## config.mk

```make
export PLATFORM = sky130hd
export DESIGN_NAME = punctuation_string_lexer_unit
export DESIGN_NICKNAME = d
export VERILOG_FILES = /design/src/design/psl_pkg.sv /design/src/design/psl_scan_core.sv /design/src/design/psl_tok_fifo.sv /design/src/design/punctuation_string_lexer_unit.sv
export SDC_FILE = /design/constraint.sdc
export NUM_CORES = 1
export LEC_CHECK = 0
export BUFFER_PORTS_ARGS = -buffer_cell sky130_fd_sc_hd__buf_2
export CORE_ASPECT_RATIO = 0.8
export CORE_UTILIZATION = 50
export DETAILED_ROUTE_END_ITERATION = 10
export PLACE_DENSITY = 0.67
export SLEW_MARGIN = 20
export SYNTH_ARGS = -nofsm -noshare
export SYNTH_HDL_FRONTEND = slang
export SYNTH_SLANG_ARGS = --single-unit
```

## constraint.sdc

```tcl
create_clock -name clk -period 5.63 [get_ports clk]
set_input_delay 1.4075 -clock clk [delete_from_list [all_inputs] [get_ports clk]]
set_output_delay 1.4075 -clock clk [all_outputs]
set_load 0.02 [all_outputs]
```

## src/design/psl_pkg.sv

```systemverilog
// ----------------------------------------------------------------------------
// psl_pkg
// shared types, token kinds, character codes and lookups for the lexer
// ----------------------------------------------------------------------------
`default_nettype none

package psl_pkg;

  localparam int FIELD_W = 16;
  localparam int KIND_W  = 5;
  localparam int QDEPTH  = 4;
  localparam int QPTR_W  = 2;
  localparam int QCNT_W  = 3;

  typedef enum logic [2:0] {
    MODE_NORMAL  = 3'd0,
    MODE_OP      = 3'd1,
    MODE_SLASH   = 3'd2,
    MODE_COMMENT = 3'd3,
    MODE_STRING  = 3'd4
  } scan_mode_t;

  localparam logic [KIND_W-1:0] KIND_OP_BASE = 5'd10;
  localparam logic [KIND_W-1:0] KIND_SLASH   = 5'd18;
  localparam logic [KIND_W-1:0] KIND_STRING  = 5'd19;
  localparam logic [KIND_W-1:0] KIND_EOF     = 5'd20;
  localparam logic [KIND_W-1:0] KIND_UNTERM  = 5'd21;

  localparam logic [7:0] CH_EQ    = 8'h3d;
  localparam logic [7:0] CH_SLASH = 8'h2f;
  localparam logic [7:0] CH_QUOTE = 8'h22;
  localparam logic [7:0] CH_NL    = 8'h0a;

  typedef struct packed {
    logic [KIND_W-1:0]  kind;
    logic [FIELD_W-1:0] start;
    logic [FIELD_W-1:0] len;
    logic [FIELD_W-1:0] line;
    logic               last;
  } tok_t;

  typedef struct packed {
    logic       hit;
    logic [3:0] idx;
  } punct_t;

  typedef struct packed {
    logic       hit;
    logic [1:0] idx;
  } opch_t;

  function automatic punct_t punct_lookup(input logic [7:0] c);
    punct_t r;
    r.hit = 1'b1;
    r.idx = 4'd0;
    case (c)
      8'h28: r.idx = 4'd0;
      8'h29: r.idx = 4'd1;
      8'h7b: r.idx = 4'd2;
      8'h7d: r.idx = 4'd3;
      8'h2c: r.idx = 4'd4;
      8'h2e: r.idx = 4'd5;
      8'h2d: r.idx = 4'd6;
      8'h2b: r.idx = 4'd7;
      8'h3b: r.idx = 4'd8;
      8'h2a: r.idx = 4'd9;
      default: r.hit = 1'b0;
    endcase
    return r;
  endfunction

  function automatic opch_t op_lookup(input logic [7:0] c);
    opch_t r;
    r.hit = 1'b1;
    r.idx = 2'd0;
    case (c)
      8'h21: r.idx = 2'd0;
      8'h3d: r.idx = 2'd1;
      8'h3c: r.idx = 2'd2;
      8'h3e: r.idx = 2'd3;
      default: r.hit = 1'b0;
    endcase
    return r;
  endfunction

endpackage

`default_nettype wire

```

## src/design/psl_scan_core.sv

```systemverilog
// ----------------------------------------------------------------------------
// psl_scan_core
// scanner state and one-pass token decode for one source item
// ----------------------------------------------------------------------------
`default_nettype none

module psl_scan_core import psl_pkg::*; #(
  parameter int OFFSET_WIDTH = 16,
  parameter int LINE_WIDTH   = 16
) (
  input  wire logic       clk,
  input  wire logic       rst_n,
  input  wire logic       fire,
  input  wire logic [7:0] char_byte,
  input  wire logic       end_of_source,
  output tok_t            tok0,
  output tok_t            tok1,
  output logic [1:0]      wr_n
);

  scan_mode_t              mode_r, mode_nxt;
  logic [1:0]              pend_r, pend_nxt;
  logic [OFFSET_WIDTH-1:0] pos_r, pos_nxt;
  logic [OFFSET_WIDTH-1:0] tb_r, tb_nxt;
  logic [LINE_WIDTH-1:0]   line_r, line_nxt;

  logic [LINE_WIDTH-1:0]   line_inc;
  logic [OFFSET_WIDTH-1:0] len_str, len_unterm;
  logic [FIELD_W-1:0]      pos16, tb16, line16, len_str16, len_unterm16;
  logic [OFFSET_WIDTH+FIELD_W-1:0] pos_ext, tb_ext, str_ext, unt_ext;
  logic [LINE_WIDTH+FIELD_W-1:0]   line_ext;
  logic [KIND_W-1:0]       op_kind;
  punct_t                  pk;
  opch_t                   oc;

  tok_t e0, e1;
  logic e0_v, e1_v, do_normal;

  assign line_inc     = (&line_r) ? line_r : line_r + LINE_WIDTH'(1);
  assign len_str      = pos_r + OFFSET_WIDTH'(1) - tb_r;
  assign len_unterm   = pos_r - tb_r;
  assign pos_ext      = {{FIELD_W{1'b0}}, pos_r};
  assign tb_ext       = {{FIELD_W{1'b0}}, tb_r};
  assign str_ext      = {{FIELD_W{1'b0}}, len_str};
  assign unt_ext      = {{FIELD_W{1'b0}}, len_unterm};
  assign line_ext     = {{FIELD_W{1'b0}}, line_r};
  assign pos16        = pos_ext[FIELD_W-1:0];
  assign tb16         = tb_ext[FIELD_W-1:0];
  assign len_str16    = str_ext[FIELD_W-1:0];
  assign len_unterm16 = unt_ext[FIELD_W-1:0];
  assign line16       = line_ext[FIELD_W-1:0];
  assign op_kind      = KIND_OP_BASE + {2'b00, pend_r, 1'b0};
  assign pk           = punct_lookup(char_byte);
  assign oc           = op_lookup(char_byte);

  // byte is scanned afresh from normal mode
  always_comb begin
    do_normal = 1'b0;
    if (!end_of_source) begin
      case (mode_r)
        MODE_OP:      do_normal = (char_byte != CH_EQ);
        MODE_SLASH:   do_normal = (char_byte != CH_SLASH);
        MODE_COMMENT: do_normal = 1'b0;
        MODE_STRING:  do_normal = 1'b0;
        default:      do_normal = 1'b1;
      endcase
    end
  end

  // next state
  always_comb begin
    mode_nxt = mode_r;
    pend_nxt = pend_r;
    pos_nxt  = pos_r;
    tb_nxt   = tb_r;
    line_nxt = line_r;
    if (end_of_source) begin
      mode_nxt = MODE_NORMAL;
      pend_nxt = '0;
      pos_nxt  = '0;
      tb_nxt   = '0;
      line_nxt = LINE_WIDTH'(1);
    end else begin
      pos_nxt = pos_r + OFFSET_WIDTH'(1);
      case (mode_r)
        MODE_OP: begin
          if (char_byte == CH_EQ) begin
            mode_nxt = MODE_NORMAL;
          end
        end
        MODE_SLASH: begin
          if (char_byte == CH_SLASH) begin
            mode_nxt = MODE_COMMENT;
          end
        end
        MODE_COMMENT: begin
          if (char_byte == CH_NL) begin
            line_nxt = line_inc;
            mode_nxt = MODE_NORMAL;
          end
        end
        MODE_STRING: begin
          if (char_byte == CH_NL) begin
            line_nxt = line_inc;
          end else if (char_byte == CH_QUOTE) begin
            mode_nxt = MODE_NORMAL;
          end
        end
        default: mode_nxt = mode_r;
      endcase
      if (do_normal) begin
        tb_nxt   = pos_r;
        mode_nxt = MODE_NORMAL;
        if (pk.hit) begin
          mode_nxt = MODE_NORMAL;
        end else if (oc.hit) begin
          mode_nxt = MODE_OP;
          pend_nxt = oc.idx;
        end else if (char_byte == CH_SLASH) begin
          mode_nxt = MODE_SLASH;
        end else if (char_byte == CH_QUOTE) begin
          mode_nxt = MODE_STRING;
        end else if (char_byte == CH_NL) begin
          line_nxt = line_inc;
        end
      end
    end
  end

  // emitted tokens
  always_comb begin
    e0_v = 1'b0;
    e1_v = 1'b0;
    e0   = '{kind: op_kind, start: tb16, len: FIELD_W'(1), line: line16, last: 1'b0};
    e1   = '{kind: KIND_EOF, start: pos16, len: '0, line: line16, last: 1'b0};
    if (end_of_source) begin
      case (mode_r)
        MODE_OP: e0_v = 1'b1;
        MODE_SLASH: begin
          e0_v    = 1'b1;
          e0.kind = KIND_SLASH;
        end
        MODE_STRING: begin
          e0_v    = 1'b1;
          e0.kind = KIND_UNTERM;
          e0.len  = len_unterm16;
        end
        default: e0_v = 1'b0;
      endcase
      e1_v = 1'b1;
    end else begin
      case (mode_r)
        MODE_OP: begin
          e0_v = 1'b1;
          if (char_byte == CH_EQ) begin
            e0.kind = op_kind + KIND_W'(1);
            e0.len  = FIELD_W'(2);
          end
        end
        MODE_SLASH: begin
          if (char_byte != CH_SLASH) begin
            e0_v    = 1'b1;
            e0.kind = KIND_SLASH;
          end
        end
        MODE_STRING: begin
          if (char_byte == CH_QUOTE) begin
            e0_v    = 1'b1;
            e0.kind = KIND_STRING;
            e0.len  = len_str16;
          end
        end
        default: e0_v = 1'b0;
      endcase
      if (do_normal) begin
        e1.start = pos16;
        e1.len   = FIELD_W'(1);
        e1.kind  = {1'b0, pk.idx};
        e1_v     = pk.hit;
      end
    end
  end

  // pack emitted tokens into consecutive slots, mark the final one
  always_comb begin
    tok0 = e0;
    tok1 = e1;
    wr_n = 2'd0;
    if (!fire) begin
      wr_n = 2'd0;
    end else if (e0_v && e1_v) begin
      wr_n      = 2'd2;
      tok1.last = 1'b1;
    end else if (e0_v) begin
      wr_n      = 2'd1;
      tok0.last = 1'b1;
    end else if (e1_v) begin
      wr_n      = 2'd1;
      tok0      = e1;
      tok0.last = 1'b1;
    end
  end

  always_ff @(posedge clk) begin
    if (!rst_n) begin
      mode_r <= MODE_NORMAL;
      pend_r <= '0;
      pos_r  <= '0;
      tb_r   <= '0;
      line_r <= LINE_WIDTH'(1);
    end else if (fire) begin
      mode_r <= mode_nxt;
      pend_r <= pend_nxt;
      pos_r  <= pos_nxt;
      tb_r   <= tb_nxt;
      line_r <= line_nxt;
    end
  end

  a_eos_ends_with_eof: assert property (@(posedge clk) disable iff (!rst_n)
    fire && end_of_source |->
      (wr_n == 2'd1 && tok0.kind == KIND_EOF) || (wr_n == 2'd2 && tok1.kind == KIND_EOF))
    else $error("end of source did not end with eof token");

  a_eos_restarts: assert property (@(posedge clk) disable iff (!rst_n)
    fire && end_of_source |=> mode_r == MODE_NORMAL && pos_r == '0 && line_r == LINE_WIDTH'(1))
    else $error("scanner state not restarted after end of source");

  a_pos_holds_idle: assert property (@(posedge clk) disable iff (!rst_n)
    !fire |=> $stable(pos_r) && $stable(line_r))
    else $error("scanner state moved without an item");

  a_line_nonzero: assert property (@(posedge clk) disable iff (!rst_n)
    line_r != '0)
    else $error("line count reached zero");

endmodule

`default_nettype wire

```

## src/design/psl_tok_fifo.sv

```systemverilog
// ----------------------------------------------------------------------------
// psl_tok_fifo
// four-entry token queue, takes up to two tokens a cycle, drives one out
// ----------------------------------------------------------------------------
`default_nettype none

module psl_tok_fifo import psl_pkg::*; (
  input  wire logic       clk,
  input  wire logic       rst_n,
  input  wire logic [1:0] wr_n,
  input  wire tok_t       wr0,
  input  wire tok_t       wr1,
  output logic            room2,
  output logic            rd_valid,
  input  wire logic       rd_ready,
  output tok_t            rd_data
);

  tok_t              mem_r [QDEPTH];
  logic [QPTR_W-1:0] head_r, head_nxt;
  logic [QPTR_W-1:0] tail_r, tail_nxt;
  logic [QCNT_W-1:0] cnt_r, cnt_nxt;
  logic [QPTR_W-1:0] tail_p1;
  logic              pop;

  assign tail_p1  = tail_r + QPTR_W'(1);
  assign rd_valid = (cnt_r != '0);
  assign rd_data  = mem_r[head_r];
  assign pop      = rd_valid && rd_ready;
  assign room2    = (cnt_r <= QCNT_W'(QDEPTH - 2));
  assign head_nxt = head_r + QPTR_W'(pop);
  assign tail_nxt = tail_r + QPTR_W'(wr_n);
  assign cnt_nxt  = cnt_r + QCNT_W'(wr_n) - QCNT_W'(pop);

  always_ff @(posedge clk) begin
    if (wr_n != 2'd0) begin
      mem_r[tail_r] <= wr0;
    end
    if (wr_n == 2'd2) begin
      mem_r[tail_p1] <= wr1;
    end
  end

  always_ff @(posedge clk) begin
    if (!rst_n) begin
      head_r <= '0;
      tail_r <= '0;
      cnt_r  <= '0;
    end else begin
      head_r <= head_nxt;
      tail_r <= tail_nxt;
      cnt_r  <= cnt_nxt;
    end
  end

  a_no_overflow: assert property (@(posedge clk) disable iff (!rst_n)
    cnt_r <= QCNT_W'(QDEPTH))
    else $error("token queue overflow");

  a_write_has_room: assert property (@(posedge clk) disable iff (!rst_n)
    wr_n != 2'd0 |-> room2)
    else $error("token written without room");

  a_count_tracks: assert property (@(posedge clk) disable iff (!rst_n)
    wr_n == 2'd0 && !pop |=> $stable(cnt_r) && $stable(tail_r))
    else $error("queue count changed without traffic");

endmodule

`default_nettype wire

```

## src/design/punctuation_string_lexer_unit.sv

```systemverilog
// ----------------------------------------------------------------------------
// punctuation_string_lexer_unit
// byte-stream lexer for punctuators, compare operators, slash and strings
// ----------------------------------------------------------------------------
// path: an item taken at the input is held in the input register, then its tokens
//   are written to the token queue that drives out_tvalid
// throughput: one item per cycle while the queue has room for two tokens; an item
//   giving two tokens uses the single output port twice, paced by the four-entry token queue
// reset: rst_n synchronous active low; empties the queue, line count to one,
//   offsets to zero, scanner back to normal mode
`default_nettype none

module punctuation_string_lexer_unit import psl_pkg::*; #(
  parameter int OFFSET_WIDTH = 16,
  parameter int LINE_WIDTH   = 16
) (
  input  wire logic        clk,
  input  wire logic        rst_n,
  input  wire logic        in_tvalid,
  output logic             in_tready,
  input  wire logic [7:0]  in_tdata,   // char_byte
  input  wire logic        in_tuser,   // end_of_source
  output logic             out_tvalid,
  input  wire logic        out_tready,
  output logic [55:0]      out_tdata,  // token_kind, lexeme_start, lexeme_length, line_number
  output logic             out_tlast
);

  logic       in_valid_r;
  logic [7:0] char_r;
  logic       eos_r;
  logic       fire, room2;
  logic [1:0] wr_n;
  tok_t       tok0, tok1, head;

  assign fire      = in_valid_r && room2;
  assign in_tready = !in_valid_r || fire;

  always_ff @(posedge clk) begin
    if (!rst_n) begin
      in_valid_r <= 1'b0;
    end else if (in_tready) begin
      in_valid_r <= in_tvalid;
    end
  end

  always_ff @(posedge clk) begin
    if (in_tready && in_tvalid) begin
      char_r <= in_tdata;
      eos_r  <= in_tuser;
    end
  end

  psl_scan_core #(
    .OFFSET_WIDTH (OFFSET_WIDTH),
    .LINE_WIDTH   (LINE_WIDTH)
  ) u_core (
    .clk           (clk),
    .rst_n         (rst_n),
    .fire          (fire),
    .char_byte     (char_r),
    .end_of_source (eos_r),
    .tok0          (tok0),
    .tok1          (tok1),
    .wr_n          (wr_n)
  );

  psl_tok_fifo u_fifo (
    .clk      (clk),
    .rst_n    (rst_n),
    .wr_n     (wr_n),
    .wr0      (tok0),
    .wr1      (tok1),
    .room2    (room2),
    .rd_valid (out_tvalid),
    .rd_ready (out_tready),
    .rd_data  (head)
  );

  assign out_tdata = {3'b000, head.line, head.len, head.start, head.kind};
  assign out_tlast = head.last;

endmodule

`default_nettype wire

```

# ---- After elaboration in Yosys (flattened, before gate mapping)
# Memories as Yosys holds them, arrays and structs flattened. A register that Yosys moved wholly into a read port is not among the register bits.
# Cells that the tools add are included.
# Widths: inputs -> output; s select.
dict set report word_totals {
  register_bits 70
  mem_bits_rw 216
  out_inout_bits 59
  n_memories 1
}
dict set report op_classes {
  n_addsub 11
  order_cmp 1
  n_eq_ne 30
  muxes 71
  n_reduce_logical 19
}
# memory depth width rd rd_clocked_by_memory_dff wr line
set mem_list {}
lappend mem_list {u_fifo.mem_r 4 54 1 1 2 psl_tok_fifo.sv:19} ;# tok_t mem_r [QDEPTH];
# cell count
set op_table {}
lappend op_table {{$mux 16} 16}
lappend op_table {{$mux 54} 3}
lappend op_table {{$eq 8x6->1 const B} 14}
lappend op_table {{$mux 37} 2}
lappend op_table {{$mux 53} 1}
lappend op_table {{$pmux 4 s9} 1}
lappend op_table {{$mux 3} 11}
lappend op_table {{$add 16x1->16 const B} 2}
lappend op_table {{$pmux 16 s2} 1}
lappend op_table {{$sub 16x16->16} 2}
lappend op_table {{$mux 5} 4}
lappend op_table {{$mux 1} 18}
lappend op_table {{$eq 8x7->1 const B} 2}
lappend op_table {{$mux 2} 8}
lappend op_table {{$ne 4x2->1 const B} 4}
lappend op_table {{$ne 8x6->1 const B} 2}
lappend op_table {{$reduce_and 16->1} 1}
lappend op_table {{$pmux 5 s3} 1}
lappend op_table {{$pmux 3 s4} 1}
lappend op_table {{$pmux 5 s2} 1}
lappend op_table {{$reduce_or 10->1} 1}
lappend op_table {{$eq 8x4->1 const B} 1}
lappend op_table {{$reduce_and 7->1} 1}
lappend op_table {{$eq 3x2->1 const B} 2}
lappend op_table {{other kinds (26)} 32}

# ---- Logic depth before layout (Yosys ltp)
# Gate-level depths: netlist of the first run.
dict set report logic_depth {
  depth_word 13
  depth_mapped 15
  mapped_depth_nobuf 13
}

# ---- Hierarchy
# A second synthesis of the first run with hierarchy kept.
dict set report unflattened {
  cells_unflattened 1282
  area_unflattened_um2 16678.5
}
# mod n_inst cells_each area_each_um2 seq_area_each_um2
set by_module_without_submodules {}
lappend by_module_without_submodules {psl_tok_fifo 1 567 10856.7 6626.4}
lappend by_module_without_submodules {psl_scan_core 1 696 5460.2 1061.0}
lappend by_module_without_submodules {punctuation_string_lexer_unit 1 19 361.6 290.3}

# ---- Worst setup path before layout of the first run
# OpenSTA, ideal clock, no wires.
dict set report synth_path {
  path_kind {register to register}
  from {register char_r[4]}
  to {memory u_fifo.mem_r[0][0] in the netlist's numbering (enable)}
  setup_ps 415
  arrival_time_ps 4036
  t_required_ps 5215
  path_slack_ps 1179
  stages_incl_launch_ff 13
  path_buffers 3
  path_cell_list {edfxtp_1 > buf_2 > or2_1 > buf_2 > o31ai_1 > a211o_2 > o21ai_0 > ha_1 > o21ai_0 > nor3_1 > nor2_1 > inv_1 > clkbuf_1}
}
# element line
set synth_rtl {}
lappend synth_rtl {{from (decl)} punctuation_string_lexer_unit.sv:30} ;# logic [7:0] char_r;
lappend synth_rtl {{from (signal assigned)} punctuation_string_lexer_unit.sv:49} ;# char_r <= in_tdata;
lappend synth_rtl {{to (decl)} psl_tok_fifo.sv:19}

==> results of run 1 <==
-- stage by stage --
| step | hold slack, ps | power, W | setup WS (ps) |
|---|---|---|---|
| 4_1_cts | 452.2 | 0.005236 | 1398 |
| 5_1_grt | 478.8 | 0.005383 | 1030 |
| 3_5_place_dp | 438.2 | 0.003322 | 1430 |
| 3_3_place_gp | 428.6 | 0.003316 | 1537 |
| 6_report | 447.7 | 0.005187 | 1320 |
| 2_1_floorplan | 419.8 | 0.003026 | 1179 |
-- final cells by class --
type                    instances  area, um2  share of cell area, %
clock inverters                 5      63.81                 0.3876
repair buffers                 94      535.5                  3.253
multi-input cells             922       6967                  42.32
flip-flops and latches        286       7382                  44.84
well taps                     377      471.7                  2.865
inverters                      38      142.6                 0.8665
clock buffers                  51      899.6                  5.465
-- routing by layer --
layer	vias to the layer above	track usage [%]	share of wire (%)
met2	388	37.81	45
met1	5259	36.30	48
met4	0	5.399	1.5
met3	39	3.147	6.1
met5	-	0	0
li1	5073	-	-
-- state kept, by name (all words and copies together) (netlist names) --
name	count
in_valid_r	1
u_fifo.head_r	2
u_core.tb16	16
char_r	8
u_fifo.cnt_r	3
eos_r	1
u_core.line16	16
u_core.mode_r	3
u_core.pos16	16
u_fifo.mem_r	216
u_core.pend_r	2
u_fifo.tail_r	2
-- report_power, final --
part	internal, W	switching, W	leakage [nW]
Clock	0.00113	0.000797	0.467
Sequential	0.00226	0.000139	2.50
Combinational	0.000381	0.000488	2.90
-- kinds of logic (layout without fill, tap and decap cells) --
kind of cell	Yosys count	count (layout)	synth area share [%]
xor gates and xnor gates	62	62	3.651
AOI/OAI and AO/OA	358	358	16.85
buffers and inverters	131	188	3.727
muxes	56	56	8.312
other	1	3	0.02521
adders and majority gates	42	42	3.685
DFF	286	286	49.60
and+or+nand+nor	401	401	14.15
-- critical path, stage by stage (launching register included) --
cell,delay (ps)
dfxtp_1,580
nor2b_1,420
and4b_1,460
a211o_2,260
o21ai_0,110
ha_1,380
nor2_1,80
nor2_1,220
nand2_1,500
o21ai_2,910
a22o_1,240
-- worst paths after layout --
| kind | endpoint | cells past startpoint | slack (ps) | startpoint |
|---|---|---|---|---|
| setup / recovery | u_fifo.mem_r[0][36] | 10 | 1320 | u_core.mode_r[0] |
| hold / removal | u_fifo.mem_r[1][23] | 2 | 450 | u_fifo.mem_r[1][23] |
| setup reg to reg | u_fifo.mem_r[0][36] | 10 | 1320 | u_core.mode_r[0] |
| hold reg to reg | u_fifo.mem_r[1][23] | 2 | 450 | u_fifo.mem_r[1][23] |
-- cells in the final DEF (no fill, tap or decap), types with 11 or more instances in the layout --
| cell type | Yosys | layout |
|---|---|---|
| and2_1 | 82 | 82 |
| and3_1 | 21 | 21 |
| nor2b_1 | 36 | 36 |
| buf_4 | 8 | 26 |
| mux4_2 | 54 | 54 |
| a21oi_1 | 35 | 35 |
| clkbuf_16 | 0 | 30 |
| nand3_1 | 26 | 26 |
| clkbuf_1 | 68 | 14 |
| o21ai_0 | 93 | 93 |
| o22ai_1 | 16 | 16 |
| buf_2 | 8 | 68 |
| xor2_1 | 34 | 34 |
| a21o_1 | 15 | 15 |
| nand2_1 | 108 | 108 |
| a22oi_1 | 37 | 37 |
| dfxtp_1 | 121 | 119 |
| edfxtp_1 | 165 | 165 |
| a22o_1 | 77 | 77 |
| ha_1 | 39 | 39 |
| nor3_1 | 11 | 11 |
| nor2_1 | 63 | 63 |
| inv_1 | 38 | 34 |
| xnor2_1 | 28 | 28 |
==> results.yml, run 1 <==
detailed_routing:
  drtIter0Drc: 943
  wirelength_um: 37640
  routedWlPerCell_um: 21.23
  drc: 0
  first_pass_iters: 5
  routed_via_density: 6.068
  ant_nets: 0
  vias: 10760
clock_tree:
  clock-root-buffer: "clkbuf_16"
  cts_resized: 0
  post_cts.repair.setup_buffers: 0
  cts_buffer_depth: 3
  ctsHoldBuffers: 0
  clk_pin_slew_ps: 60
  cts_made_buffers: 30
  clock_insertion_delay_worst_skew_ps: 560
  ctsHtreeMaxLevel: 1
  cts_tree: "yes"
  cts_sinks: 286
floorplanning:
  ios: 72
  rows: 56
  die_w_um: 194.8
  core_um2: 29290
  initial_utilization_pct: 50.78
  die_h_um: 156.3
  die-area_um2: 30440
sta:
  tns_ps: 0
  post-route-period-util_pct: 76.55
  timing.final.crit_period_ps: 4310
  fmax_ghz: 0.2320
  slew_viol_final: 0
  rsz0062_at_grt: "false"
  setup_viol: 0
  clock_skew_ps: 14.61
  hold_viol_final: 0
  tightest_slew_ps: 1063
  maxSlewHeadroom_pct: 29.15
yosys:
  synthFlopType: "edfxtp_1"
  synth_top_area_share_pct: 33.31
  synth_largest_area_cell: "edfxtp_1"
  synth-seq-cells: 286
  seq_area_frac_synth_pct: 49.60
  synth_cell_types: 77
  synth_area_um2: 14870
  synth.top_cells.by_area: "edfxtp_1, dfxtp_1, mux4_2, a22o_1, and2_1"
  syn_inst: 1337
  synth-edff-count: 165
  avgSynthCellArea_um2: 11.12
  synth_common_cells: "edfxtp_1, dfxtp_1, nand2_1"
  ys_async_sr_fraction_pct: 0
  synth.most_common_cell: "edfxtp_1"
  ys.warnings.count: 0
global_routing:
  antenna_found_initial: 0
  grt_usage_pct: 24.32
  grt_max_degree: 55
  grt_pass1_vias: 10010
  globalRouteOverflowTotal: 0
  grt_pass1_wl_um: 57570
power_and_ir_drop:
  leakage_nw: 5.867
  power-per-cell-area_nw_per_um2: 315.1
  ir_worst_vdd_uv: 235.0
place:
  dp_cells: 1717
  hpwl_um: 26040
  portBuffers: 68
  placed_cell_area_um2: 15490
  place_congestion: 0.9225
finish:
  final_util_pct: 56.21
  fin_area_um2: 16460
  stdcell_count: 1773
  antennaDiodeCount: 0
  drive_gt1_share_pct: 15.47
  num-fill-cells: 2523
  nets: 1427
  syn_to_final_growth_pct: 10.68
setup_path:
  cp.required_ps: 6040
  arrival_ps: 4720
  cp-end-kind: "flop"
  worstSetupStartpointType: "flop"
  crit_fanout: 19
  path_class: "reg -> reg"
hold_path:
  hold_path.class: "reg -> reg"
run_status:
  status: "finished clean"
flow_run:
  maxCapViolCount: 0
Note: power is estimated with default switching activity, not from simulation.
==> run 2, diff against run 1 <==
==> constraint.sdc (replaced) <==
create_clock -name clk -period 4.4 [get_ports clk]
set_input_delay 1.1 -clock clk [delete_from_list [all_inputs] [get_ports clk]]
set_output_delay 1.1 -clock clk [all_outputs]
set_load 0.02 [all_outputs]
==> results.yml, run 2 (synthesis gave the netlist of run 1 again) <==
run_status:
  status: "finished clean"
sta:
  hold_viol_final: 0
  clock_skew_ps: 14.21
  timing.final.crit_period_ps: 3963
  fmax_ghz: 0.2523
  rsz0062_at_grt: "false"
  slew_viol_final: 0
  setup_viol: 0
  tns_ps: 0
  post-route-period-util_pct: 90.06
  maxSlewHeadroom_pct: 40.17
  tightest_slew_ps: 888.1
detailed_routing:
  drtIter0Drc: 1050
  routedWlPerCell_um: 21.74
  vias: 10990
  first_pass_iters: 6
  routed_via_density: 6.136
  ant_nets: 0
  wirelength_um: 38940
  drc: 0
setup_path:
  worstPathCellList: "nand3b_1 > and4b_1 > a211o_2 > o21ai_0 > ha_1 > o21ai_0 > nor3_1 > nor2_1 > inv_2 > buf_12"
  r2r_slack_ps: 440
  worstRegToRegCells: 10
  rr_startpoint: "char_r[7]"
  path_buf_inv: 2
  reg2reg_to: "u_fifo.mem_r[0][46]"
  crit_fanout: 52
  worstSetupStartpointType: "flop"
  path_class: "reg -> reg"
  cp-end-kind: "flop"
  crit_slowest_cell: "nor3_1"
  critical-path-max-stage-delay_ps: 700
  crit_top_cell: "o21ai_0"
  cp.required_ps: 4630
  crit_family: "simple AND/OR/NAND/NOR gates"
  arrival_ps: 4200
hold_path:
  hold_path.class: "reg -> reg"
  hold_end: "u_fifo.mem_r[2][28]"
  hp-start: "u_fifo.mem_r[2][28]"
  hold-path-cell-count: 2
floorplanning:
  rows: 56
  core_um2: 29290
  die_w_um: 194.8
  die-area_um2: 30440
  ios: 72
  die_h_um: 156.3
  initial_utilization_pct: 50.78
finish:
  final_cell_mix: "edfxtp_1, dfxtp_1, nand2_1, o21ai_0, and2_1"
  drive_gt1_share_pct: 16.69
  final_common_cell: "edfxtp_1"
  stdcell_count: 1791
  num-fill-cells: 2488
  nets: 1446
  multi_input_area_um2: 6960
  top_register: "u_fifo.mem_r"
  largest_reg_flops: 216
  seq_area_um2: 7382
  syn_to_final_growth_pct: 11.47
  antennaDiodeCount: 0
place:
  hpwl_um: 26910
  place_congestion: 0.9409
  dp_cells: 1737
  portBuffers: 68
clock_tree:
  clock-root-buffer: "clkbuf_16"
  post_cts.repair.setup_buffers: 0
  ctsHoldBuffers: 0
  clk_pin_slew_ps: 60
  cts_sinks: 286
  cts_resized: 0
  cts_tree: "yes"
  cts_made_buffers: 29
  ctsHtreeMaxLevel: 1
  cts_buffer_depth: 3
  clock_insertion_delay_worst_skew_ps: 570
global_routing:
  grt_max_degree: 55
  globalRouteOverflowTotal: 0
  grt_pass1_vias: 10320
  antenna_found_initial: 0
  grt_usage_pct: 25.74
  grt_pass1_wl_um: 60540
flow_run:
  maxCapViolCount: 0
power_and_ir_drop:
  power-per-cell-area_nw_per_um2: 391.7
  leakage_nw: 5.947
  ir_worst_vdd_uv: 257.5
-- run 2: cell types whose count changed in the layout (fill, tap and decap cells not counted), moves of 2 or more --
cell | previous run | this run
buf_12 | 0 | 5
buf_4 | 26 | 41
clkbuf_1 | 14 | 11
clkbuf_8 | 7 | 2
clkinv_2 | 1 | 8
clkinvlp_4 | 0 | 2
-- run 2: layout make-up --
type                    instances  share of cell area [%]
multi-input cells             922                   41.98
clock buffers                  42                   4.792
well taps                     377                   2.845
flip-flops and latches        286                   44.53
inverters                      38                  0.8604
clock inverters                12                  0.4755
repair buffers                114                   4.513
-- run 2: worst max-delay path by stage --
stage | endpoint | cells after the start | startpoint | slack [ps]
floorplan | u_fifo.mem_r[3][0] | 13 | char_r[4] | 70
global placement | u_fifo.mem_r[0][42] | 10 | char_r[7] | 600
detailed placement | u_fifo.mem_r[0][41] | 10 | char_r[7] | 530
CTS | u_fifo.mem_r[0][41] | 10 | char_r[7] | 520
global route | u_fifo.mem_r[0][46] | 10 | char_r[7] | 160
finish | u_fifo.mem_r[0][46] | 10 | char_r[7] | 440
-- run 2: worst register-to-register path: cells and delay by family, from the launching register on --
kind / cells / cell delay (ps)
compound gates: 3 / 540
buf+inv: 2 / 410
simple gates: 4 / 1900
flops: 1 / 400
fa+ha+maj: 1 / 370
-- run 2: routing by layer --
layer | vias up | track usage, % | wire (um)
met3 | 58 | 5.453 | 3437
li1 | 5125 | - | -
met1 | 5379 | 37.66 | 17750
met2 | 428 | 39.15 | 16900
met5 | - | 0 | 0
met4 | 0 | 6.074 | 845
-- run 2: power by group --
group | switching, W | internal [W] | total (W)
Clock | 0.00103 | 0.00126 | 0.00229
Combinational | 0.000705 | 0.000509 | 0.00121
Sequential | 0.000104 | 0.00289 | 0.00299
-- run 2: per-stage QoR --
step / setup WS (ps) / utilization [%] / cell area [um2] / hold slack [ps] / total power, W
2_1_floorplan: 69.48 / - / 14880 / 419.8 / 0.003870
3_3_place_gp: 602.1 / 53.61 / 15700 / 428.1 / 0.004266
3_5_place_dp: 528.8 / 53.62 / 15710 / 442.8 / 0.004276
4_1_cts: 518.3 / 56.60 / 16580 / 455.9 / 0.006547
5_1_grt: 159.5 / 56.60 / 16580 / 474.2 / 0.006729
6_report: 437.2 / 56.60 / 16580 / 451.5 / 0.006494
